## config.mk

```make
export PLATFORM = sky130hd
export DESIGN_NAME = length_prefixed_label_codec_flat
export DESIGN_NICKNAME = d
export VERILOG_FILES = /design/src/hw/rtl/lplc_pkg.sv /design/src/hw/rtl/lplc_if.sv /design/src/hw/rtl/lplc_front.sv /design/src/hw/rtl/lplc_queue.sv /design/src/hw/rtl/lplc_back.sv /design/src/hw/rtl/length_prefixed_label_codec.sv /design/src/flat_wrapper.sv
export SDC_FILE = /design/constraint.sdc
export NUM_CORES = 1
export LEC_CHECK = 0
export BUFFER_PORTS_ARGS = -buffer_cell sky130_fd_sc_hd__buf_4
export CAP_MARGIN = 30
export CELL_PAD_IN_SITES_DETAIL_PLACEMENT = 1
export CELL_PAD_IN_SITES_GLOBAL_PLACEMENT = 1
export CORE_MARGIN = 2
export CORE_UTILIZATION = 54
export CTS_CLUSTER_DIAMETER = 40
export DETAILED_ROUTE_END_ITERATION = 7
export HOLD_SLACK_MARGIN = 0.12
export PLACE_DENSITY_LB_ADDON = 0.1
export SYNTH_ARGS = -nofsm -noshare
export SYNTH_HDL_FRONTEND = slang
export SYNTH_HIERARCHICAL = 1
export SYNTH_SLANG_ARGS = --single-unit
```

## constraint.sdc

```tcl
create_clock -name i_clk -period 3.8 [get_ports i_clk]
set_input_delay 0.19 -clock i_clk [delete_from_list [all_inputs] [get_ports i_clk]]
set_output_delay 0.19 -clock i_clk [all_outputs]
set_load 0.01 [all_outputs]
```

## src/hw/rtl/lplc_pkg.sv

```systemverilog
// Shared constants, types and helper functions of the length-prefixed label codec.
package lplc_pkg;

    localparam int SEG_MAX    = 32;
    localparam int BUF_DEPTH  = 32;
    localparam int LABEL_CAP  = (SEG_MAX < BUF_DEPTH) ? SEG_MAX : BUF_DEPTH;
    localparam int BUF_AW     = $clog2(BUF_DEPTH);
    localparam int CNT_W      = $clog2(BUF_DEPTH + 1);
    localparam int REM_W      = 7;
    localparam int QUEUE_DEPTH = 4;
    localparam int QUEUE_AW   = $clog2(QUEUE_DEPTH);
    localparam int QUEUE_CW   = $clog2(QUEUE_DEPTH + 1);
    localparam int CFG_AW     = 4;
    localparam int CFG_DW     = 8;

    localparam logic [7:0] CHAR_DOT     = 8'h2E;
    localparam logic [7:0] CHAR_ZERO    = 8'h30;
    localparam logic [7:0] CHAR_NINE    = 8'h39;
    localparam logic [7:0] PREFIX_RESET = 8'd77;

    localparam logic [CFG_AW-1:0] REG_DECODE_MODE = CFG_AW'(0);
    localparam logic [CFG_AW-1:0] REG_PREFIX_CHAR = CFG_AW'(1);

    localparam logic [1:0] ERR_NONE  = 2'd0;
    localparam logic [1:0] ERR_CUT   = 2'd1;
    localparam logic [1:0] ERR_TRUNC = 2'd2;

    typedef enum logic [2:0] {
        PH_PREFIX,
        PH_FIRST,
        PH_PASS,
        PH_LEN1,
        PH_LEN2,
        PH_COPY,
        PH_DONE
    } t_dec_phase;

    typedef enum logic [2:0] {
        BK_IDLE,
        BK_PRE,
        BK_TENS,
        BK_UNITS,
        BK_DATA,
        BK_TAIL
    } t_back_state;

    // One request from the front to the back: the store is done when it is taken, then the other parts in field order.
    typedef struct packed {
        logic              pre_en;
        logic [7:0]        pre_char;
        logic [1:0]        pre_err;
        logic              store_en;
        logic [BUF_AW-1:0] store_idx;
        logic [7:0]        store_char;
        logic              flush_en;
        logic [CNT_W-1:0]  flush_len;
        logic              flush_last;
        logic              tail_en;
        logic [7:0]        tail_char;
        logic              tail_valid;
        logic              tail_last;
        logic [1:0]        err;
    } t_cmd;

    function automatic logic [2:0] f_tens(input logic [CNT_W-1:0] len);
        logic [2:0] t;
        t = 3'd0;
        if (len >= CNT_W'(10)) t = 3'd1;
        if (len >= CNT_W'(20)) t = 3'd2;
        if (len >= CNT_W'(30)) t = 3'd3;
        if (len >= CNT_W'(40)) t = 3'd4;
        if (len >= CNT_W'(50)) t = 3'd5;
        if (len >= CNT_W'(60)) t = 3'd6;
        return t;
    endfunction

    function automatic logic [3:0] f_units(input logic [CNT_W-1:0] len);
        logic [CNT_W-1:0] t10;
        t10 = CNT_W'({f_tens(len), 3'b000}) + CNT_W'({f_tens(len), 1'b0});
        return 4'(len - t10);
    endfunction

endpackage

```

## src/hw/rtl/lplc_if.sv

```systemverilog
// Handshake channel interfaces of the length-prefixed label codec.
interface lplc_in_if;
    logic       valid;
    logic       ready;
    logic [7:0] in_char;
    logic       in_last;

    modport source (output valid, in_char, in_last, input ready);
    modport sink   (input valid, in_char, in_last, output ready);
endinterface

interface lplc_out_if;
    logic       valid;
    logic       ready;
    logic [7:0] out_char;
    logic       out_valid;
    logic       out_last;
    logic [1:0] out_error;

    modport source (output valid, out_char, out_valid, out_last, out_error, input ready);
    modport sink   (input valid, out_char, out_valid, out_last, out_error, output ready);
endinterface

interface lplc_cfg_if;
    logic                        valid;
    logic                        ready;
    logic [lplc_pkg::CFG_AW-1:0] addr;
    logic [lplc_pkg::CFG_DW-1:0] data;

    modport source (output valid, addr, data, input ready);
    modport sink   (input valid, addr, data, output ready);
endinterface

```

## src/hw/rtl/lplc_front.sv

```systemverilog
// Front part: accepts characters and register writes, classifies each character into a request.
module lplc_front (
    input  logic            i_clk,
    input  logic            i_rst_n,
    lplc_in_if.sink         i_in,
    lplc_cfg_if.sink        i_cfg,
    input  logic            i_q_full,
    output logic            o_push,
    output lplc_pkg::t_cmd  o_cmd
);

    logic                            r_decode_mode;
    logic [7:0]                      r_prefix;
    logic [lplc_pkg::CNT_W-1:0]      r_label_count, n_label_count;
    logic                            r_at_start, n_at_start;
    lplc_pkg::t_dec_phase            r_phase, n_phase;
    logic [lplc_pkg::REM_W-1:0]      r_copy_rem, n_copy_rem;
    logic [1:0]                      r_digit_cnt, n_digit_cnt;
    logic                            r_first_done, n_first_done;
    logic [1:0]                      r_err, n_err;
    logic [7:0]                      r_first_char, n_first_char;

    logic                            w_accept;
    logic                            w_cfg_wr;
    logic                            w_cfg_hit;
    logic                            w_is_digit;
    logic [3:0]                      w_digit;
    logic [lplc_pkg::REM_W-1:0]      w_len2;
    logic [lplc_pkg::REM_W-1:0]      w_rem_dec;
    logic [7:0]                      w_c;
    logic                            w_last;

    assign i_in.ready  = !i_q_full;
    assign i_cfg.ready = 1'b1;
    assign w_accept    = i_in.valid && !i_q_full;
    assign w_cfg_wr    = i_cfg.valid;
    assign w_cfg_hit   = (i_cfg.addr == lplc_pkg::REG_DECODE_MODE)
                      || (i_cfg.addr == lplc_pkg::REG_PREFIX_CHAR);
    assign w_c         = i_in.in_char;
    assign w_last      = i_in.in_last;
    assign w_is_digit  = (w_c >= lplc_pkg::CHAR_ZERO) && (w_c <= lplc_pkg::CHAR_NINE);
    assign w_digit     = 4'(w_c - lplc_pkg::CHAR_ZERO);
    assign w_len2      = lplc_pkg::REM_W'({r_copy_rem, 3'b000})
                       + lplc_pkg::REM_W'({r_copy_rem, 1'b0})
                       + lplc_pkg::REM_W'(w_digit);
    assign w_rem_dec   = (r_copy_rem != '0) ? r_copy_rem - 1'b1 : r_copy_rem;

    always_comb begin
        n_label_count = r_label_count;
        n_at_start    = r_at_start;
        n_phase       = r_phase;
        n_copy_rem    = r_copy_rem;
        n_digit_cnt   = r_digit_cnt;
        n_first_done  = r_first_done;
        n_err         = r_err;
        n_first_char  = r_first_char;
        o_cmd         = '0;
        o_push        = 1'b0;

        if (w_accept) begin
            o_push = 1'b1;
            if (!r_decode_mode) begin
                if (r_at_start) begin
                    o_cmd.pre_en   = 1'b1;
                    o_cmd.pre_char = r_prefix;
                    n_at_start     = 1'b0;
                end
                if (w_c == lplc_pkg::CHAR_DOT) begin
                    o_cmd.flush_en   = 1'b1;
                    o_cmd.flush_len  = r_label_count;
                    o_cmd.flush_last = 1'b0;
                    n_label_count    = '0;
                    if (w_last) begin
                        o_cmd.tail_en    = 1'b1;
                        o_cmd.tail_char  = lplc_pkg::CHAR_ZERO;
                        o_cmd.tail_valid = 1'b1;
                        o_cmd.tail_last  = 1'b1;
                    end
                end else begin
                    if (r_label_count < lplc_pkg::CNT_W'(lplc_pkg::LABEL_CAP)) begin
                        o_cmd.store_en   = 1'b1;
                        o_cmd.store_idx  = r_label_count[lplc_pkg::BUF_AW-1:0];
                        o_cmd.store_char = w_c;
                        n_label_count    = r_label_count + 1'b1;
                    end else if (r_err == lplc_pkg::ERR_NONE) begin
                        n_err = lplc_pkg::ERR_CUT;
                    end
                    if (w_last) begin
                        o_cmd.flush_en   = 1'b1;
                        o_cmd.flush_len  = n_label_count;
                        o_cmd.flush_last = 1'b1;
                    end
                end
            end else begin
                case (r_phase)
                    lplc_pkg::PH_PREFIX: begin
                        n_first_char = w_c;
                        if (w_last) begin
                            o_cmd.tail_en    = 1'b1;
                            o_cmd.tail_char  = w_c;
                            o_cmd.tail_valid = 1'b1;
                            o_cmd.tail_last  = 1'b1;
                        end else begin
                            n_phase = lplc_pkg::PH_FIRST;
                        end
                    end
                    lplc_pkg::PH_FIRST, lplc_pkg::PH_LEN1: begin
                        if (w_is_digit) begin
                            if (w_digit == 4'd0) begin
                                n_phase = lplc_pkg::PH_DONE;
                                if (w_last) begin
                                    o_cmd.tail_en   = 1'b1;
                                    o_cmd.tail_last = 1'b1;
                                end
                            end else if (w_last) begin
                                if (r_err == lplc_pkg::ERR_NONE) n_err = lplc_pkg::ERR_TRUNC;
                                o_cmd.tail_en   = 1'b1;
                                o_cmd.tail_last = 1'b1;
                            end else begin
                                n_copy_rem  = lplc_pkg::REM_W'(w_digit);
                                n_digit_cnt = 2'd1;
                                n_phase     = lplc_pkg::PH_LEN2;
                            end
                        end else if (r_phase == lplc_pkg::PH_FIRST) begin
                            o_cmd.pre_en     = 1'b1;
                            o_cmd.pre_char   = r_first_char;
                            o_cmd.tail_en    = 1'b1;
                            o_cmd.tail_char  = w_c;
                            o_cmd.tail_valid = 1'b1;
                            o_cmd.tail_last  = w_last;
                            n_phase          = lplc_pkg::PH_PASS;
                        end else begin
                            n_phase = lplc_pkg::PH_DONE;
                            if (w_last) begin
                                o_cmd.tail_en   = 1'b1;
                                o_cmd.tail_last = 1'b1;
                            end
                        end
                    end
                    lplc_pkg::PH_PASS: begin
                        o_cmd.tail_en    = 1'b1;
                        o_cmd.tail_char  = w_c;
                        o_cmd.tail_valid = 1'b1;
                        o_cmd.tail_last  = w_last;
                    end
                    lplc_pkg::PH_LEN2, lplc_pkg::PH_COPY: begin
                        if (r_phase == lplc_pkg::PH_LEN2 && w_is_digit) begin
                            n_digit_cnt = 2'd2;
                            if (w_len2 == '0) begin
                                n_phase = lplc_pkg::PH_DONE;
                                if (w_last) begin
                                    o_cmd.tail_en   = 1'b1;
                                    o_cmd.tail_last = 1'b1;
                                end
                            end else if (w_last) begin
                                if (r_err == lplc_pkg::ERR_NONE) n_err = lplc_pkg::ERR_TRUNC;
                                o_cmd.tail_en   = 1'b1;
                                o_cmd.tail_last = 1'b1;
                            end else begin
                                n_copy_rem = w_len2;
                                n_phase    = lplc_pkg::PH_COPY;
                            end
                        end else if (r_phase == lplc_pkg::PH_LEN2 && r_copy_rem == '0) begin
                            n_phase = lplc_pkg::PH_DONE;
                            if (w_last) begin
                                o_cmd.tail_en   = 1'b1;
                                o_cmd.tail_last = 1'b1;
                            end
                        end else begin
                            // copy one label character, dot first at the start of every label but the first
                            if (r_digit_cnt != 2'd0) begin
                                if (r_first_done) begin
                                    o_cmd.pre_en   = 1'b1;
                                    o_cmd.pre_char = lplc_pkg::CHAR_DOT;
                                end
                                n_first_done = 1'b1;
                                n_digit_cnt  = 2'd0;
                            end
                            n_copy_rem = w_rem_dec;
                            if (w_rem_dec == '0) begin
                                n_phase = lplc_pkg::PH_LEN1;
                            end else begin
                                n_phase = lplc_pkg::PH_COPY;
                                if (w_last && r_err == lplc_pkg::ERR_NONE) begin
                                    n_err = lplc_pkg::ERR_TRUNC;
                                end
                            end
                            o_cmd.tail_en    = 1'b1;
                            o_cmd.tail_char  = w_c;
                            o_cmd.tail_valid = 1'b1;
                            o_cmd.tail_last  = w_last;
                        end
                    end
                    default: begin
                        n_phase = lplc_pkg::PH_DONE;
                        if (w_last) begin
                            o_cmd.tail_en   = 1'b1;
                            o_cmd.tail_last = 1'b1;
                        end
                    end
                endcase
            end
            o_cmd.pre_err = r_err;
            o_cmd.err     = n_err;
            if (w_last) begin
                n_label_count = '0;
                n_at_start    = 1'b1;
                n_phase       = lplc_pkg::PH_PREFIX;
                n_copy_rem    = '0;
                n_digit_cnt   = 2'd0;
                n_first_done  = 1'b0;
                n_err         = lplc_pkg::ERR_NONE;
            end
        end

        // drop the name in progress on a write to the decode-mode or prefix register
        if (w_cfg_wr && w_cfg_hit) begin
            n_label_count = '0;
            n_at_start    = 1'b1;
            n_phase       = lplc_pkg::PH_PREFIX;
            n_copy_rem    = '0;
            n_digit_cnt   = 2'd0;
            n_first_done  = 1'b0;
            n_err         = lplc_pkg::ERR_NONE;
        end
    end

    always_ff @(posedge i_clk) begin
        if (!i_rst_n) begin
            r_decode_mode <= 1'b0;
            r_prefix      <= lplc_pkg::PREFIX_RESET;
            r_label_count <= '0;
            r_at_start    <= 1'b1;
            r_phase       <= lplc_pkg::PH_PREFIX;
            r_copy_rem    <= '0;
            r_digit_cnt   <= 2'd0;
            r_first_done  <= 1'b0;
            r_err         <= lplc_pkg::ERR_NONE;
        end else begin
            if (w_cfg_wr && i_cfg.addr == lplc_pkg::REG_DECODE_MODE) begin
                r_decode_mode <= i_cfg.data[0];
            end
            if (w_cfg_wr && i_cfg.addr == lplc_pkg::REG_PREFIX_CHAR) begin
                r_prefix <= i_cfg.data[7:0];
            end
            r_label_count <= n_label_count;
            r_at_start    <= n_at_start;
            r_phase       <= n_phase;
            r_copy_rem    <= n_copy_rem;
            r_digit_cnt   <= n_digit_cnt;
            r_first_done  <= n_first_done;
            r_err         <= n_err;
        end
    end

    always_ff @(posedge i_clk) begin
        r_first_char <= n_first_char;
    end

endmodule

```

## src/hw/rtl/lplc_queue.sv

```systemverilog
// Short request queue between the front and back parts.
module lplc_queue (
    input  logic           i_clk,
    input  logic           i_rst_n,
    input  logic           i_push,
    input  lplc_pkg::t_cmd i_data,
    output logic           o_full,
    input  logic           i_pop,
    output logic           o_empty,
    output lplc_pkg::t_cmd o_data
);

    lplc_pkg::t_cmd                 r_mem [lplc_pkg::QUEUE_DEPTH];
    logic [lplc_pkg::QUEUE_AW-1:0]  r_wr_ptr;
    logic [lplc_pkg::QUEUE_AW-1:0]  r_rd_ptr;
    logic [lplc_pkg::QUEUE_CW-1:0]  r_count;

    assign o_full  = (r_count == lplc_pkg::QUEUE_CW'(lplc_pkg::QUEUE_DEPTH));
    assign o_empty = (r_count == '0);
    assign o_data  = r_mem[r_rd_ptr];

    always_ff @(posedge i_clk) begin
        if (!i_rst_n) begin
            r_wr_ptr <= '0;
            r_rd_ptr <= '0;
            r_count  <= '0;
        end else begin
            if (i_push) r_wr_ptr <= r_wr_ptr + 1'b1;
            if (i_pop)  r_rd_ptr <= r_rd_ptr + 1'b1;
            if (i_push && !i_pop)      r_count <= r_count + 1'b1;
            else if (!i_push && i_pop) r_count <= r_count - 1'b1;
        end
    end

    always_ff @(posedge i_clk) begin
        if (i_push) r_mem[r_wr_ptr] <= i_data;
    end

endmodule

```

## src/hw/rtl/lplc_back.sv

```systemverilog
// Back part: carries out requests, holds the label buffer and drives the output register.
module lplc_back (
    input  logic           i_clk,
    input  logic           i_rst_n,
    input  logic           i_q_empty,
    input  lplc_pkg::t_cmd i_q_data,
    output logic           o_pop,
    lplc_out_if.source     o_out
);

    logic [7:0]                   r_buf [lplc_pkg::BUF_DEPTH];
    logic [7:0]                   r_rd_data;
    logic [lplc_pkg::BUF_AW-1:0]  r_rd_idx, n_rd_idx;
    lplc_pkg::t_back_state        r_state, n_state;
    lplc_pkg::t_cmd               r_cmd, n_cmd;

    logic                         r_out_valid;
    logic [7:0]                   r_out_char;
    logic                         r_out_ovalid;
    logic                         r_out_last;
    logic [1:0]                   r_out_err;

    logic                         w_fire;
    logic                         w_emit;
    logic [7:0]                   w_e_char;
    logic                         w_e_valid;
    logic                         w_e_last;
    logic [1:0]                   w_e_err;
    logic                         w_wr_en;
    logic                         w_data_end;

    function automatic lplc_pkg::t_back_state f_after_flush(input lplc_pkg::t_cmd c);
        return c.tail_en ? lplc_pkg::BK_TAIL : lplc_pkg::BK_IDLE;
    endfunction

    function automatic lplc_pkg::t_back_state f_after_pre(input lplc_pkg::t_cmd c);
        if (c.flush_en) begin
            return (c.flush_len > lplc_pkg::CNT_W'(9)) ? lplc_pkg::BK_TENS
                                                       : lplc_pkg::BK_UNITS;
        end
        return f_after_flush(c);
    endfunction

    assign w_fire     = !r_out_valid || o_out.ready;
    assign w_data_end = ({1'b0, r_rd_idx} == lplc_pkg::CNT_W'(r_cmd.flush_len - 1'b1));

    always_comb begin
        n_state   = r_state;
        n_cmd     = r_cmd;
        n_rd_idx  = r_rd_idx;
        o_pop     = 1'b0;
        w_wr_en   = 1'b0;
        w_emit    = 1'b0;
        w_e_char  = 8'd0;
        w_e_valid = 1'b1;
        w_e_last  = 1'b0;
        w_e_err   = r_cmd.err;
        case (r_state)
            lplc_pkg::BK_IDLE: begin
                if (!i_q_empty) begin
                    o_pop    = 1'b1;
                    n_cmd    = i_q_data;
                    n_rd_idx = '0;
                    w_wr_en  = i_q_data.store_en;
                    n_state  = i_q_data.pre_en ? lplc_pkg::BK_PRE : f_after_pre(i_q_data);
                end
            end
            lplc_pkg::BK_PRE: begin
                w_e_char = r_cmd.pre_char;
                w_e_err  = r_cmd.pre_err;
                if (w_fire) begin
                    w_emit  = 1'b1;
                    n_state = f_after_pre(r_cmd);
                end
            end
            lplc_pkg::BK_TENS: begin
                w_e_char = lplc_pkg::CHAR_ZERO + 8'(lplc_pkg::f_tens(r_cmd.flush_len));
                if (w_fire) begin
                    w_emit  = 1'b1;
                    n_state = lplc_pkg::BK_UNITS;
                end
            end
            lplc_pkg::BK_UNITS: begin
                w_e_char = lplc_pkg::CHAR_ZERO + 8'(lplc_pkg::f_units(r_cmd.flush_len));
                w_e_last = r_cmd.flush_last && (r_cmd.flush_len == '0);
                if (w_fire) begin
                    w_emit  = 1'b1;
                    n_state = (r_cmd.flush_len != '0) ? lplc_pkg::BK_DATA
                                                      : f_after_flush(r_cmd);
                end
            end
            lplc_pkg::BK_DATA: begin
                w_e_char = r_rd_data;
                w_e_last = r_cmd.flush_last && w_data_end;
                if (w_fire) begin
                    w_emit = 1'b1;
                    if (w_data_end) begin
                        n_state = f_after_flush(r_cmd);
                    end else begin
                        n_rd_idx = r_rd_idx + 1'b1;
                    end
                end
            end
            lplc_pkg::BK_TAIL: begin
                w_e_char  = r_cmd.tail_char;
                w_e_valid = r_cmd.tail_valid;
                w_e_last  = r_cmd.tail_last;
                if (w_fire) begin
                    w_emit  = 1'b1;
                    n_state = lplc_pkg::BK_IDLE;
                end
            end
            default: begin
                n_state = lplc_pkg::BK_IDLE;
            end
        endcase
    end

    always_ff @(posedge i_clk) begin
        if (!i_rst_n) begin
            r_state     <= lplc_pkg::BK_IDLE;
            r_out_valid <= 1'b0;
        end else begin
            r_state <= n_state;
            if (w_emit)           r_out_valid <= 1'b1;
            else if (o_out.ready) r_out_valid <= 1'b0;
        end
    end

    always_ff @(posedge i_clk) begin
        r_cmd    <= n_cmd;
        r_rd_idx <= n_rd_idx;
        if (w_emit) begin
            r_out_char   <= w_e_char;
            r_out_ovalid <= w_e_valid;
            r_out_last   <= w_e_last;
            r_out_err    <= w_e_err;
        end
    end

    always_ff @(posedge i_clk) begin
        if (w_wr_en) r_buf[i_q_data.store_idx] <= i_q_data.store_char;
        r_rd_data <= r_buf[n_rd_idx];
    end

    assign o_out.valid     = r_out_valid;
    assign o_out.out_char  = r_out_char;
    assign o_out.out_valid = r_out_ovalid;
    assign o_out.out_last  = r_out_last;
    assign o_out.out_error = r_out_err;

endmodule

```

## src/hw/rtl/length_prefixed_label_codec.sv

```systemverilog
// Top level of the length-prefixed label codec.
// Encodes a dotted name into a prefix character and length-prefixed labels, or decodes
// such a name back into dotted form, one input character per request. A front part
// takes one character per cycle, while the queue is not full, into a four-entry request
// queue; the back part takes a request only when done with the last one. A label in
// encode mode leaves in a burst of one or two digits plus its characters at the dot or
// the end of the name. Results leave through an output register, so the input keeps
// flowing into the queue while a result waits, until the queue is full. Labels longer
// than SEG_MAX (at most 32) are cut and flagged with error 1; a name that ends while
// decoding still owes characters is flagged with error 2. Writes to the decode-mode or
// prefix register drop the name in progress.
module length_prefixed_label_codec (
    input  logic       i_clk,
    input  logic       i_rst_n,
    lplc_in_if.sink    i_in,
    lplc_cfg_if.sink   i_cfg,
    lplc_out_if.source o_out
);

    lplc_pkg::t_cmd w_push_cmd;
    lplc_pkg::t_cmd w_pop_cmd;
    logic           w_push;
    logic           w_pop;
    logic           w_full;
    logic           w_empty;

    lplc_front u_front (
        .i_clk    (i_clk),
        .i_rst_n  (i_rst_n),
        .i_in     (i_in),
        .i_cfg    (i_cfg),
        .i_q_full (w_full),
        .o_push   (w_push),
        .o_cmd    (w_push_cmd)
    );

    lplc_queue u_queue (
        .i_clk   (i_clk),
        .i_rst_n (i_rst_n),
        .i_push  (w_push),
        .i_data  (w_push_cmd),
        .o_full  (w_full),
        .i_pop   (w_pop),
        .o_empty (w_empty),
        .o_data  (w_pop_cmd)
    );

    lplc_back u_back (
        .i_clk     (i_clk),
        .i_rst_n   (i_rst_n),
        .i_q_empty (w_empty),
        .i_q_data  (w_pop_cmd),
        .o_pop     (w_pop),
        .o_out     (o_out)
    );

endmodule
```

## src/flat_wrapper.sv

```systemverilog
// flat-port wrapper written by rule: the top's interface ports become plain ports
module length_prefixed_label_codec_flat 
  (i_clk, i_rst_n, i_in_valid, i_in_in_char, i_in_in_last, i_in_ready, i_cfg_valid, i_cfg_addr, i_cfg_data, i_cfg_ready, o_out_valid, o_out_out_char, o_out_out_valid, o_out_out_last, o_out_out_error, o_out_ready);
  lplc_in_if i_in_i ();
  lplc_cfg_if i_cfg_i ();
  lplc_out_if o_out_i ();
  input  logic i_clk;
  input  logic i_rst_n;
  input wire logic [$bits(i_in_i.valid)-1:0] i_in_valid;
  input wire logic [$bits(i_in_i.in_char)-1:0] i_in_in_char;
  input wire logic [$bits(i_in_i.in_last)-1:0] i_in_in_last;
  output wire logic [$bits(i_in_i.ready)-1:0] i_in_ready;
  input wire logic [$bits(i_cfg_i.valid)-1:0] i_cfg_valid;
  input wire logic [$bits(i_cfg_i.addr)-1:0] i_cfg_addr;
  input wire logic [$bits(i_cfg_i.data)-1:0] i_cfg_data;
  output wire logic [$bits(i_cfg_i.ready)-1:0] i_cfg_ready;
  output wire logic [$bits(o_out_i.valid)-1:0] o_out_valid;
  output wire logic [$bits(o_out_i.out_char)-1:0] o_out_out_char;
  output wire logic [$bits(o_out_i.out_valid)-1:0] o_out_out_valid;
  output wire logic [$bits(o_out_i.out_last)-1:0] o_out_out_last;
  output wire logic [$bits(o_out_i.out_error)-1:0] o_out_out_error;
  input wire logic [$bits(o_out_i.ready)-1:0] o_out_ready;
  assign i_in_i.valid = i_in_valid;
  assign i_in_i.in_char = i_in_in_char;
  assign i_in_i.in_last = i_in_in_last;
  assign i_in_ready = i_in_i.ready;
  assign i_cfg_i.valid = i_cfg_valid;
  assign i_cfg_i.addr = i_cfg_addr;
  assign i_cfg_i.data = i_cfg_data;
  assign i_cfg_ready = i_cfg_i.ready;
  assign o_out_valid = o_out_i.valid;
  assign o_out_out_char = o_out_i.out_char;
  assign o_out_out_valid = o_out_i.out_valid;
  assign o_out_out_last = o_out_i.out_last;
  assign o_out_out_error = o_out_i.out_error;
  assign o_out_i.ready = o_out_ready;
  length_prefixed_label_codec u_core (.i_clk(i_clk), .i_rst_n(i_rst_n), .i_in(i_in_i), .i_cfg(i_cfg_i), .o_out(o_out_i));
endmodule
```

Word level (Yosys, flattened, before mapping)
Memories as Yosys holds them, arrays and structs flattened. A register that Yosys moved wholly into a read port is not among the register bits.
Cells that the tools add are included.
Word-level totals
  output and inout port bits: 15
  bits in registers: 98
  memory bits (writable): 440
  memories kept: 2
Cells by class
  add/subtract/negate cells: 15
  reduce and logical (&&, ||, !) cells: 49
  order comparisons: 11
  multiplexer cells: 145
  bitwise operators: 2
  equality and inequality tests: 30
Memories
  u_core.u_back.r_buf: depth 32, bits a word 8, rd ports 1, clocked after Yosys merged registers in 1, write ports 1, line lplc_back.sv:11  | logic [7:0] r_buf [lplc_pkg::BUF_DEPTH];
  u_core.u_queue.r_mem: depth 4, bits a word 46, rd ports 1, clocked after Yosys merged registers in 1, write ports 1, line lplc_queue.sv:13  | lplc_pkg::t_cmd r_mem [lplc_pkg::QUEUE_DEPTH];
Operators by type and width (number)
  9-bit 2-to-1 mux: 12
  3-bit 2-to-1 mux: 31
  7-bit 2-to-1 mux: 8
  2-bit 2-to-1 mux: 26
  46-bit 2-to-1 mux: 1
  11-bit 2-to-1 mux: 4
  8-bit case mux with 5 select lines: 1
  1-bit 2-to-1 mux: 39
  9-bit case mux with 4 select lines: 1
  14-bit 2-to-1 mux: 2
  6-bit 2-to-1 mux: 4
  22-bit 2-to-1 mux: 1
  2-bit != test, second input constant: 11
  7-bit logical NOT: 3
  7-bit AND reduction: 3
  6-bit >= comparator, second input constant: 3
  3-bit case mux with 6 select lines: 1
  9-bit case mux with 2 select lines: 1
  8-bit 2-to-1 mux: 2
  3-bit == test, second input constant: 5
  5-bit 2-to-1 mux: 3
  7-bit case mux with 2 select lines: 1
  3-bit by 2-bit == test with 1-bit output, second input constant: 4
  6-bit by 5-bit >= comparator with 1-bit output, second input constant: 2
  47 further kinds: 83

Depth between registers and ports, before layout
Gate-level depths: netlist of run 1.
  word-level depth: 12
  mapped depth: 14
  mapped depth without buffers: 13

By module
Netlist of run 1, hierarchy kept.
By module, submodules not included
  lplc_back: times used 1, seq. area each 9318.9 sq um, area an instance 13266.5 sq um, cells each 816
  lplc_queue: times used 1, seq. area each 5705.5 sq um, area an instance 7145.6 sq um, cells each 283
  lplc_front: times used 1, seq. area each 860.8 sq um, area an instance 3078.0 sq um, cells each 392

Least setup slack after synthesis of run 1
OpenSTA, ideal clock, no wires.
  kind: register -> register
  start point: register u_core.u_back.r_state[1]
  end point: memory u_core.u_back.r_buf[20][0] (enable)
  required time: 3430 ps
  slack: 287 ps
  cell stages (with the launch flop): 7
  path buffers: 1
  clock period less this slack: 3513 ps
  setup time: 370 ps
  data arrival time: 3143 ps
  cells stage by stage: dfxtp_1 > clkbuf_1 > nor2_1 > nor2_1 > and3_1 > nand3b_1 > nor2_1
On the way
  word-level cells in the longest chain between the ends: 4
RTL lines
  start, declared: line lplc_back.sv:14  | lplc_pkg::t_back_state r_state, n_state;
  start signal, assigned: line lplc_back.sv:121  | r_state <= lplc_pkg::BK_IDLE;
  start signal, assigned: line lplc_back.sv:124  | r_state <= n_state;
  3-bit logical NOT: line lplc_back.sv:58  | case (r_state)
  1-bit 2-to-1 mux: line lplc_back.sv:58
  1-bit 2-to-1 mux: line lplc_back.sv:142  | if (w_wr_en) r_buf[i_q_data.store_idx] <= i_q_data.store_char;
  1-bit 2-to-1 mux (not written as such): line lplc_back.sv:142
  end, declared: line lplc_back.sv:11
Every way passes these cells.

Final worst setup path of run 1
  start point: register u_core/u_back/r_cmd[14] (netlist name)
  end point: register u_core.u_back.r_rd_data[6] (read register of u_core.u_back.r_buf)
On the way
  word-level cells in the longest chain between the ends: 5
RTL lines
  start, declared: line lplc_back.sv:15  | lplc_pkg::t_cmd r_cmd, n_cmd;
  start signal, assigned: line lplc_back.sv:131  | r_cmd <= n_cmd;
  6-bit by 1-bit subtractor with 6-bit output: line lplc_back.sv:45  | assign w_data_end = ({1'b0, r_rd_idx} == lplc_pkg::CNT_W'(r_cmd.flush_len - 1'b1));
  5-bit by 6-bit == test with 1-bit output: line lplc_back.sv:45
  5-bit 2-to-1 mux: line lplc_back.sv:97  | if (w_data_end) begin
  5-bit 2-to-1 mux: line lplc_back.sv:95  | if (w_fire) begin
  5-bit case mux with 2 select lines: line lplc_back.sv:58
  end, declared: line lplc_back.sv:12  | logic [7:0] r_rd_data;
Every way passes these cells.
A chain may end at the register's enable or synchronous reset.

==> results.json, run 1 <==
{
  "synth_edf_count": 491,
  "yosysTopAreaCell": "edfxtp_1",
  "syn2layout_area_growth_pct": 17.5,
  "numCtsBuffers": 79,
  "finalCriticalPeriod_ps": 3520,
  "start_util_pct": 54.7,
  "antenna_found_initial": 1,
  "grt_pass1_wl_mm": 91.7,
  "cts_tree": "done",
  "final_nets": 1670,
  "cp-end-kind": "flop",
  "ys_seq_area_share_pct": 67.6,
  "peakVddDrop_mv": 0.668,
  "critPathLaunchType": "flop",
  "core_area_um2": 43000,
  "arrival_ps": 3990,
  "num-fill-cells": 3888,
  "antenna_left": 0,
  "synthTopCellsByCount": "491 x edfxtp_1, 205 x mux2i_1, 90 x nor2_1",
  "fin_skew_ps": 32.1,
  "globalRouteOverflowTotal": 0,
  "clockBufferDepth": 3,
  "port_buffers": 39,
  "syn-cell-area_um2": 23500,
  "critical_path_class": "flop to flop",
  "fin_hold_ws_ps": 152,
  "avgSynthCellArea_um2": 15.8,
  "synth_flop_cell": "edfxtp_1",
  "path_clk_slew_ps": 60,
  "fin_util_pct": 64.2,
  "drtPass1Iterations": 5,
  "synth_cell_types": 90,
  "async_flop_share_pct": 0,
  "postRouteWirelength_mm": 60.8,
  "cellPowerDensity_nw_per_um2": 783,
  "finalMaxSlewViolations": 0,
  "setup_slack_ps": 276,
  "die_x_um": 213,
  "avgRoutedWirePerCell_um": 26.8,
  "place_inst": 2089,
  "reg2reg_slack_ps": 280,
  "yosysTopAreaCellShare_pct": 62.8,
  "fin_setup_tns_ps": 0,
  "grt_max_degree": 49,
  "grt_pass1_vias": 14600,
  "htree_levels": 3,
  "fmax_mhz": 284,
  "cap_violations": 0,
  "period_share_pct": 92.7,
  "fp.dieH_um": 213,
  "status": "completed",
  "drc_errors": 0,
  "clk-insertion-delay-late_ps": 610,
  "rsz0062_at_grt": "no",
  "dr.first_iter.drc_count": 1180,
  "slew_headroom_pct": 40.4,
  "setup_viol": 0,
  "yosysMostFrequentCell": "edfxtp_1",
  "avgViaCountPerCell": 6.11,
  "synth-seq-cells": 548,
  "synthCells": 1491,
  "place_congestion": 0.872,
  "required_ps": 4270,
  "grt.total_usage_pct": 27.8,
  "regArea_um2": 15900,
  "antenna_cells": 0,
  "worst_pin_slew_ps": 890,
  "multi_input_area_um2": 7010,
  "die_area_um2": 45200,
  "ys_warn_count": 6,
  "root_buffer": "clkbuf_16",
  "cts_sinks": 548,
  "p_leak_uw": 0.00927,
  "hold_class": "primary input to flop",
  "drive_above_1_share_pct": 18.6,
  "io_pins": 41,
  "syn-num-nets": 1544,
  "path_max_fanout": 27,
  "hpwl_mm": 37.2,
  "synth.area.top_cells": "edfxtp_1 63%, mux2i_1 8.7%, dfxtp_1 4.9%",
  "final_cells": 2269,
  "place_ws_ps": 276,
  "vias": 13900,
  "finalHoldViolations": 0,
  "rows": 76
}
-- sequential cells by signal, summed over array words and instances (netlist names), 6 cells and up, named ones only --
name / cells
u_core/u_back/r_rd_data: 8
u_core/u_front/r_label_count: 6
u_core/u_back/r_buf: 256
u_core/u_front/r_first_char: 8
u_core/u_front/r_prefix: 8
u_core/u_front/r_copy_rem: 7
u_core/u_queue/r_mem: 184
u_core/u_back/r_cmd: 31
u_core/u_back/o_out.out_char: 8
-- area by class of cell --
type / count / share of cell area (%)
flip-flops and latches: 548 / 57.6
multi-input cells: 839 / 25.4
clock buffers: 94 / 7.82
repair buffers: 122 / 3.85
well taps: 585 / 2.65
clock inverters: 54 / 2.29
inverters: 27 / 0.367
-- cells by family after synthesis --
| group | Yosys count | share of synthesized area (%) |
|---|---|---|
| compound gates | 206 | 6.27 |
| other cells | 1 | 0.0160 |
| flops | 548 | 67.6 |
| mux | 264 | 13.9 |
| xor+xnor | 27 | 1.01 |
| buf+inv | 104 | 2.62 |
| simple gates | 313 | 7.02 |
| fa+ha+maj | 28 | 1.58 |
-- power by group --
part	total (uW)	internal, uW	leakage (uW)	switching (uW)
Sequential	8250	7840	0.00492	407
Clock	7630	4770	0.00137	2860
Combinational	5730	2200	0.00298	3530
Total	21600	14800	0.00927	6800
-- critical path, cell delays in order, from the launching register on --
cell	delay, ps
edfxtp_1	380
inv_1	130
ha_1	280
nor4bb_1	330
a22o_1	370
a21oi_2	150
o21bai_1	180
a32o_4	380
buf_12	270
buf_4	200
mux2i_1	210
o22ai_1	110
nor4_1	380
-- cell usage in the layout (no fill, tap or decap), types with 10 or more instances in the layout --
cell type,Yosys,routed
a21oi_1,37,37
a22oi_1,13,13
and2_1,31,27
buf_4,4,87
clkbuf_16,0,83
dfxtp_1,57,55
dlygate4sd3_1,0,29
edfxtp_1,491,491
ha_1,24,24
inv_1,24,24
inv_6,0,19
mux2_2,13,13
mux2i_1,205,205
mux4_2,40,40
nand2_1,53,53
nand3_1,20,20
nor2_1,90,89
nor2b_1,23,23
nor3_1,15,15
nor4_1,14,14
o21ai_0,31,31
o22ai_1,22,22
o32ai_1,10,10
xnor2_1,20,20
-- final timing paths --
check                       startpoint                          to  cells past startpoint
max            u_core/u_back/r_cmd[14]  u_core/u_back/r_rd_data[6]                     12
min reg2reg  u_core/u_front/r_at_start   u_core/u_front/r_at_start                      1
max reg2reg    u_core/u_back/r_cmd[14]  u_core/u_back/r_rd_data[6]                     12
min                        o_out_ready   u_core/u_back/o_out.valid                      4
-- metal layers --
layer  routed length [um]  up-vias  GRT usage [%]
met5                    0        -              0
met2                28600      510           43.8
met1                25900     7143           38.1
met4                 1830        0           10.2
li1                     -     6097              -
met3                 4370      110           6.13
-- repair_timing --
| item | in CTS | in global routing |
|---|---|---|
| hold buffers | 29 | 0 |
| endpoints found under the hold margin | 78 | 0 |
| setup endpoints to repair | 0 | 1 |
| setup buffers | 0 | 3 |
| gates resized for setup | 0 | 0 |
-- metrics by stage --
step / cell area [um^2] / power [uW]
6_report: 27600 / 21600
2_1_floorplan: 23500 / 12100
5_1_grt: 27600 / 22400
3_3_place_gp: 24500 / 13700
4_1_cts: 27600 / 21700
3_5_place_dp: 24500 / 14000
No activity file was read; power rests on OpenSTA's default activity.
==> run 2, diff against run 1 <==
Settings changed: CORE_MARGIN 2 to unset, CORE_UTILIZATION 54 to 56, CTS_BUF_LIST set to sky130_fd_sc_hd__clkbuf_2 sky130_fd_sc_hd__clkbuf_4 sky130_fd_sc_hd__clkbuf_8.
==> results.json, run 2 (synthesis results as in run 1) <==
{
  "status": "complete, but fails checks",
  "violations": "DRC",
  "fin_skew_ps": 32.3,
  "vias": 14000,
  "grt.total_usage_pct": 29.9,
  "rsz0062_at_grt": "no",
  "core_area_um2": 41100,
  "hold_class": "primary input to flop",
  "numCtsBuffers": 91,
  "critPathTopFamily": "compound AO/OA/AOI/OAI gates",
  "post-route-cell-area_um2": 26900,
  "globalRouteOverflowTotal": 0,
  "critical_path_class": "flop to flop",
  "clockBufferDepth": 3,
  "top_register": "u_core/u_back/r_buf",
  "cp.buffers_inverters": 4,
  "finalHoldViolations": 0,
  "place_congestion": 0.844,
  "cpMaxStageDelayCell": "a2111o_1",
  "finalCriticalPeriod_ps": 3650,
  "slew_headroom_pct": 41.8,
  "syn2layout_area_growth_pct": 14.7,
  "critPathLaunchType": "flop",
  "rows": 74,
  "fmax_mhz": 274,
  "dr.first_iter.drc_count": 1050,
  "top_regs": "u_core/u_back/r_buf x256, u_core/u_queue/r_mem x184, u_core/u_back/r_cmd x31",
  "path_cells": "inv_1, ha_1, xnor2_1, a21oi_1, a22o_1, a2111o_1, o211ai_4, buf_12, buf_12, buf_4, mux2i_1, mux2i_1, o22ai_1, nor4_1",
  "finalMaxSlewViolations": 0,
  "num-fill-cells": 3728,
  "path_max_fanout": 43,
  "start_util_pct": 57.1,
  "die_area_um2": 42800,
  "avgRoutedWirePerCell_um": 27.4,
  "antenna_found_initial": 3,
  "io_pins": 41,
  "arrival_ps": 4170,
  "required_ps": 4320,
  "final_nets": 1700,
  "cts_sinks": 548,
  "largest_register_ffs": 256,
  "port_buffers": 39,
  "p_leak_uw": 0.00907,
  "hpwl_mm": 38.8,
  "final_common_cell": "edfxtp_1",
  "fin_setup_tns_ps": 0,
  "grt_pass1_vias": 15000,
  "period_share_pct": 96.1,
  "worst_pin_slew_ps": 870,
  "final_cell_mix": "491 x edfxtp_1, 205 x mux2i_1, 106 x clkbuf_8",
  "cts_tree": "done",
  "cap_violations": 0,
  "die_x_um": 207,
  "setup_viol": 0,
  "avgViaCountPerCell": 6.21,
  "cellPowerDensity_nw_per_um2": 727,
  "path_clk_slew_ps": 60,
  "fp.dieH_um": 207,
  "dpl_cell_area_um2": 24600,
  "root_buffer": "clkbuf_8",
  "peakVddDrop_mv": 0.419,
  "drive_above_1_share_pct": 20.3,
  "drc_errors": 8,
  "critPathMaxStageDelay_ps": 440,
  "clk-insertion-delay-late_ps": 680,
  "grt_pass1_wl_mm": 92.1,
  "htree_levels": 3,
  "drtPass1Iterations": 7,
  "grt_max_degree": 47,
  "antenna_left": 0,
  "cp-end-kind": "flop",
  "postRouteWirelength_mm": 61.9
}
-- run 2: final cells by class --
type                    count  area [um^2]  share of cell area (%)
inverters                  27          101                   0.376
repair buffers            140         1250                    4.63
clock inverters            29          292                    1.08
diodes                      1         2.50                 0.00929
flip-flops and latches    548        15900                    59.0
multi-input cells         839         7020                    26.0
well taps                 532          666                    2.47
clock buffers             142         1730                    6.42
-- run 2: power by group --
group / switching [uW] / internal (uW) / leakage [uW]
Combinational: 3440 / 2190 / 0.00309
Clock: 2410 / 3250 / 0.00106
Sequential: 463 / 7830 / 0.00492
Total: 6320 / 13300 / 0.00907
-- run 2: tightest hold or removal path, delay by kind of cell --
| family | cells | cell delay, ps |
|---|---|---|
| compound gates | 1 | 110 |
| simple gates | 3 | 490 |
| buf+inv | 1 | 70 |
-- run 2: worst paths after layout --
check	from	endpoint	slack, ps	cells after the start
hold / removal	i_cfg_addr[2]	u_core/u_front/r_copy_rem[2]	250	5
setup reg to reg	u_core/u_back/r_cmd[14]	u_core/u_back/r_rd_data[4]	150	14
setup / recovery	u_core/u_back/r_cmd[14]	u_core/u_back/r_rd_data[4]	150	14
hold reg to reg	u_core/u_front/r_at_start	u_core/u_front/r_at_start	460	1
-- run 2: layer usage --
metal	share of wire [%]	GRT usage, %
met1	41	39.4
met2	49	49.0
met5	0	0
met4	2.8	10.9
met3	6.9	6.64
-- run 2: what timing repair did --
action	4_1_cts	5_1_grt
resized for setup	0	1
endpoints found under the setup margin	0	5
buffers inserted	0	1
hold buffers	35	0
endpoints found under the hold margin	106	0
-- run 2: per-stage QoR --
| step | cells | util (%) | worst slack, ps | power [uW] | hold WS (ps) |
|---|---|---|---|---|---|
| after floorplan | 1491 | - | 287 | 12100 | 289 |
| after global placement | 2048 | 59.7 | 262 | 13700 | 402 |
| after detailed placement | 2050 | 59.7 | 163 | 14000 | 411 |
| after CTS | 2256 | 65.5 | 85.9 | 19600 | 154 |
| after global routing | 2257 | 65.5 | 15.4 | 20300 | 223 |
| final | 2258 | 65.6 | 147 | 19600 | 248 |
==> run 3, diff against run 2 <==
Settings changed: ABC_AREA set to 1, CORE_UTILIZATION 56 to 52.
==> results.json, run 3 <==
{
  "htree_levels": 3,
  "cp.buffers_inverters": 5,
  "reg2reg_depth": 21,
  "finalMaxSlewViolations": 0,
  "fin_hold_ws_ps": 276,
  "cp.depth": 21,
  "synthCells": 2347,
  "avgRoutedWirePerCell_um": 22.7,
  "ys_warn_count": 6,
  "yosysMostFrequentCell": "edfxtp_1",
  "final_cell_mix": "491 x edfxtp_1, 416 x nand2_1, 338 x nand3_1",
  "cts_sinks": 548,
  "io_pins": 41,
  "critPathTopFamily": "simple AND/OR/NAND/NOR gates",
  "final_common_cell": "edfxtp_1",
  "ys_seq_area_share_pct": 64.7,
  "cap_violations": 0,
  "crit_end": "u_core/u_back/r_rd_data[3]",
  "synth-seq-cells": 548,
  "fin_skew_ps": 27.7,
  "place_congestion": 0.848,
  "crit_top_cell": "nand2_1",
  "postRouteWirelength_mm": 72.0,
  "root_buffer": "clkbuf_8",
  "period_share_pct": 86.7,
  "status": "completed",
  "critPathMaxStageDelay_ps": 430,
  "antenna_left": 0,
  "r2r-start": "u_core/u_back/r_cmd[15]",
  "critical_path_class": "flop to flop",
  "async_flop_share_pct": 0,
  "reg2reg_slack_ps": 500,
  "globalRouteOverflowTotal": 0,
  "cts_repair_resize_count": 0,
  "finalCriticalPeriod_ps": 3300,
  "synth_edf_count": 491,
  "drtPass1Iterations": 7,
  "drive_above_1_share_pct": 13.3,
  "antenna_cells": 0,
  "syn2layout_area_growth_pct": 14.8,
  "avgSynthCellArea_um2": 10.5,
  "synth_cell_types": 52,
  "dr.first_iter.drc_count": 1791,
  "p_total_uw": 21300,
  "fp.dieH_um": 219,
  "setup_viol": 0,
  "synth.area.top_cells": "edfxtp_1 60%, nand3_1 6.9%, nand2_1 6.4%",
  "slew_headroom_pct": 19.0,
  "p_leak_uw": 0.0113,
  "die_x_um": 219,
  "largest_register_ffs": 256,
  "port_buffers": 39,
  "required_ps": 4390,
  "synthTopCellsByCount": "491 x edfxtp_1, 417 x nand2_1, 338 x nand3_1",
  "top_register": "u_core/u_back/r_buf",
  "worst_pin_slew_ps": 1180,
  "cp-startpoint": "u_core/u_back/r_cmd[15]",
  "yosysTopAreaCellShare_pct": 60.0,
  "core_area_um2": 46600,
  "cts_tree": "done",
  "numCtsBuffers": 97,
  "r2r_end": "u_core/u_back/r_rd_data[3]",
  "start_util_pct": 52.8,
  "final_nets": 2537,
  "grt_pass1_vias": 19300,
  "yosysTopAreaCell": "edfxtp_1",
  "arrival_ps": 3890,
  "finalHoldViolations": 0,
  "fin_setup_tns_ps": 0,
  "path_clk_slew_ps": 60,
  "postCtsHoldBufs": 37,
  "avgViaCountPerCell": 5.75,
  "hpwl_mm": 45.2,
  "top_regs": "u_core/u_back/r_buf x256, u_core/u_queue/r_mem x184, u_core/u_back/r_cmd x31",
  "die_area_um2": 48100,
  "rsz0062_at_grt": "no",
  "clockBufferDepth": 3,
  "path_cells": "inv_1, ha_1, inv_1, nand2_1, nand2_1, nand2_1, nand2_1, nor2_1, nand3_2, buf_4, nand3_1, nand2_1, buf_4, o21ai_4, buf_12, nand3_1, nand3_1, nand3_1, nand2_1, nand2_1, nand2_1",
  "grt.total_usage_pct": 30.5,
  "peakVddDrop_mv": 1.36,
  "cpMaxStageDelayCell": "o21ai_4",
  "syn-cell-area_um2": 24600,
  "cp-end-kind": "flop",
  "vias": 18200,
  "synth_flop_cell": "edfxtp_1",
  "hold_class": "primary input to flop",
  "fmax_mhz": 303,
  "grt_pass1_wl_mm": 110,
  "grt_max_degree": 129,
  "drc_errors": 0,
  "path_max_fanout": 53,
  "post_cts_buffers": 0,
  "cellPowerDensity_nw_per_um2": 756,
  "antenna_found_initial": 1,
  "syn-num-nets": 2400,
  "critPathLaunchType": "flop",
  "clk-insertion-delay-late_ps": 670,
  "rows": 79
}
## run 3: final cells by class
class,instances,area [um^2]
multi-input combinational,1405,7060
tap,607,759
fill,5004,18300
timing repair buffer,143,1280
inverter,289,1080
sequential,548,15900
clock inverter,37,370
clock buffer,143,1770
## run 3: worst min-delay path by stage
stage                          startpoint                        endpoint  slack [ps]  cells past startpoint
after floorplan           i_in_in_char[0]  u_core/u_front/r_first_char[0]         290                      0
after global placement      i_cfg_data[6]      u_core/u_front/r_prefix[6]         400                      3
after detailed placement  i_in_in_char[6]  u_core/u_front/r_first_char[6]         410                      1
after CTS                 i_in_in_char[6]  u_core/u_front/r_first_char[6]         220                      2
after global routing      i_in_in_char[7]  u_core/u_front/r_first_char[7]         270                      2
final                     i_in_in_char[1]  u_core/u_front/r_first_char[1]         280                      2
## run 3: metrics by stage
step	std cells	utilization, %	worst slack [ps]	area, um^2
2_1_floorplan	2347	-	309	24600
6_report	3172	60.6	504	28200
3_5_place_dp	2955	55.2	548	25700
5_1_grt	3172	60.6	276	28200
3_3_place_gp	2953	55.1	384	25700
4_1_cts	3172	60.6	517	28200
## run 3: power breakdown
| group | internal [uW] | switching (uW) |
|---|---|---|
| clock | 3480 | 2470 |
| combinational | 1920 | 5070 |
| sequential | 8010 | 379 |
## run 3: cell families (layout without fill, tap and decap cells)
| group | after synthesis | in the layout | share of synthesized area [%] |
|---|---|---|---|
| fa+ha+maj | 27 | 27 | 1.47 |
| simple gates | 1104 | 1104 | 20.4 |
| other cells | 1 | 1 | 0.0153 |
| xor+xnor | 6 | 6 | 0.214 |
| flops | 548 | 548 | 64.7 |
| buf+inv | 394 | 612 | 6.95 |
| compound gates | 267 | 267 | 6.26 |
## run 3: routing by layer
layer | track usage [%] | wire, um
met5 | 0 | 0
met4 | 11.8 | 1970
met3 | 4.96 | 4550
met2 | 49.4 | 34400
met1 | 41.1 | 31000
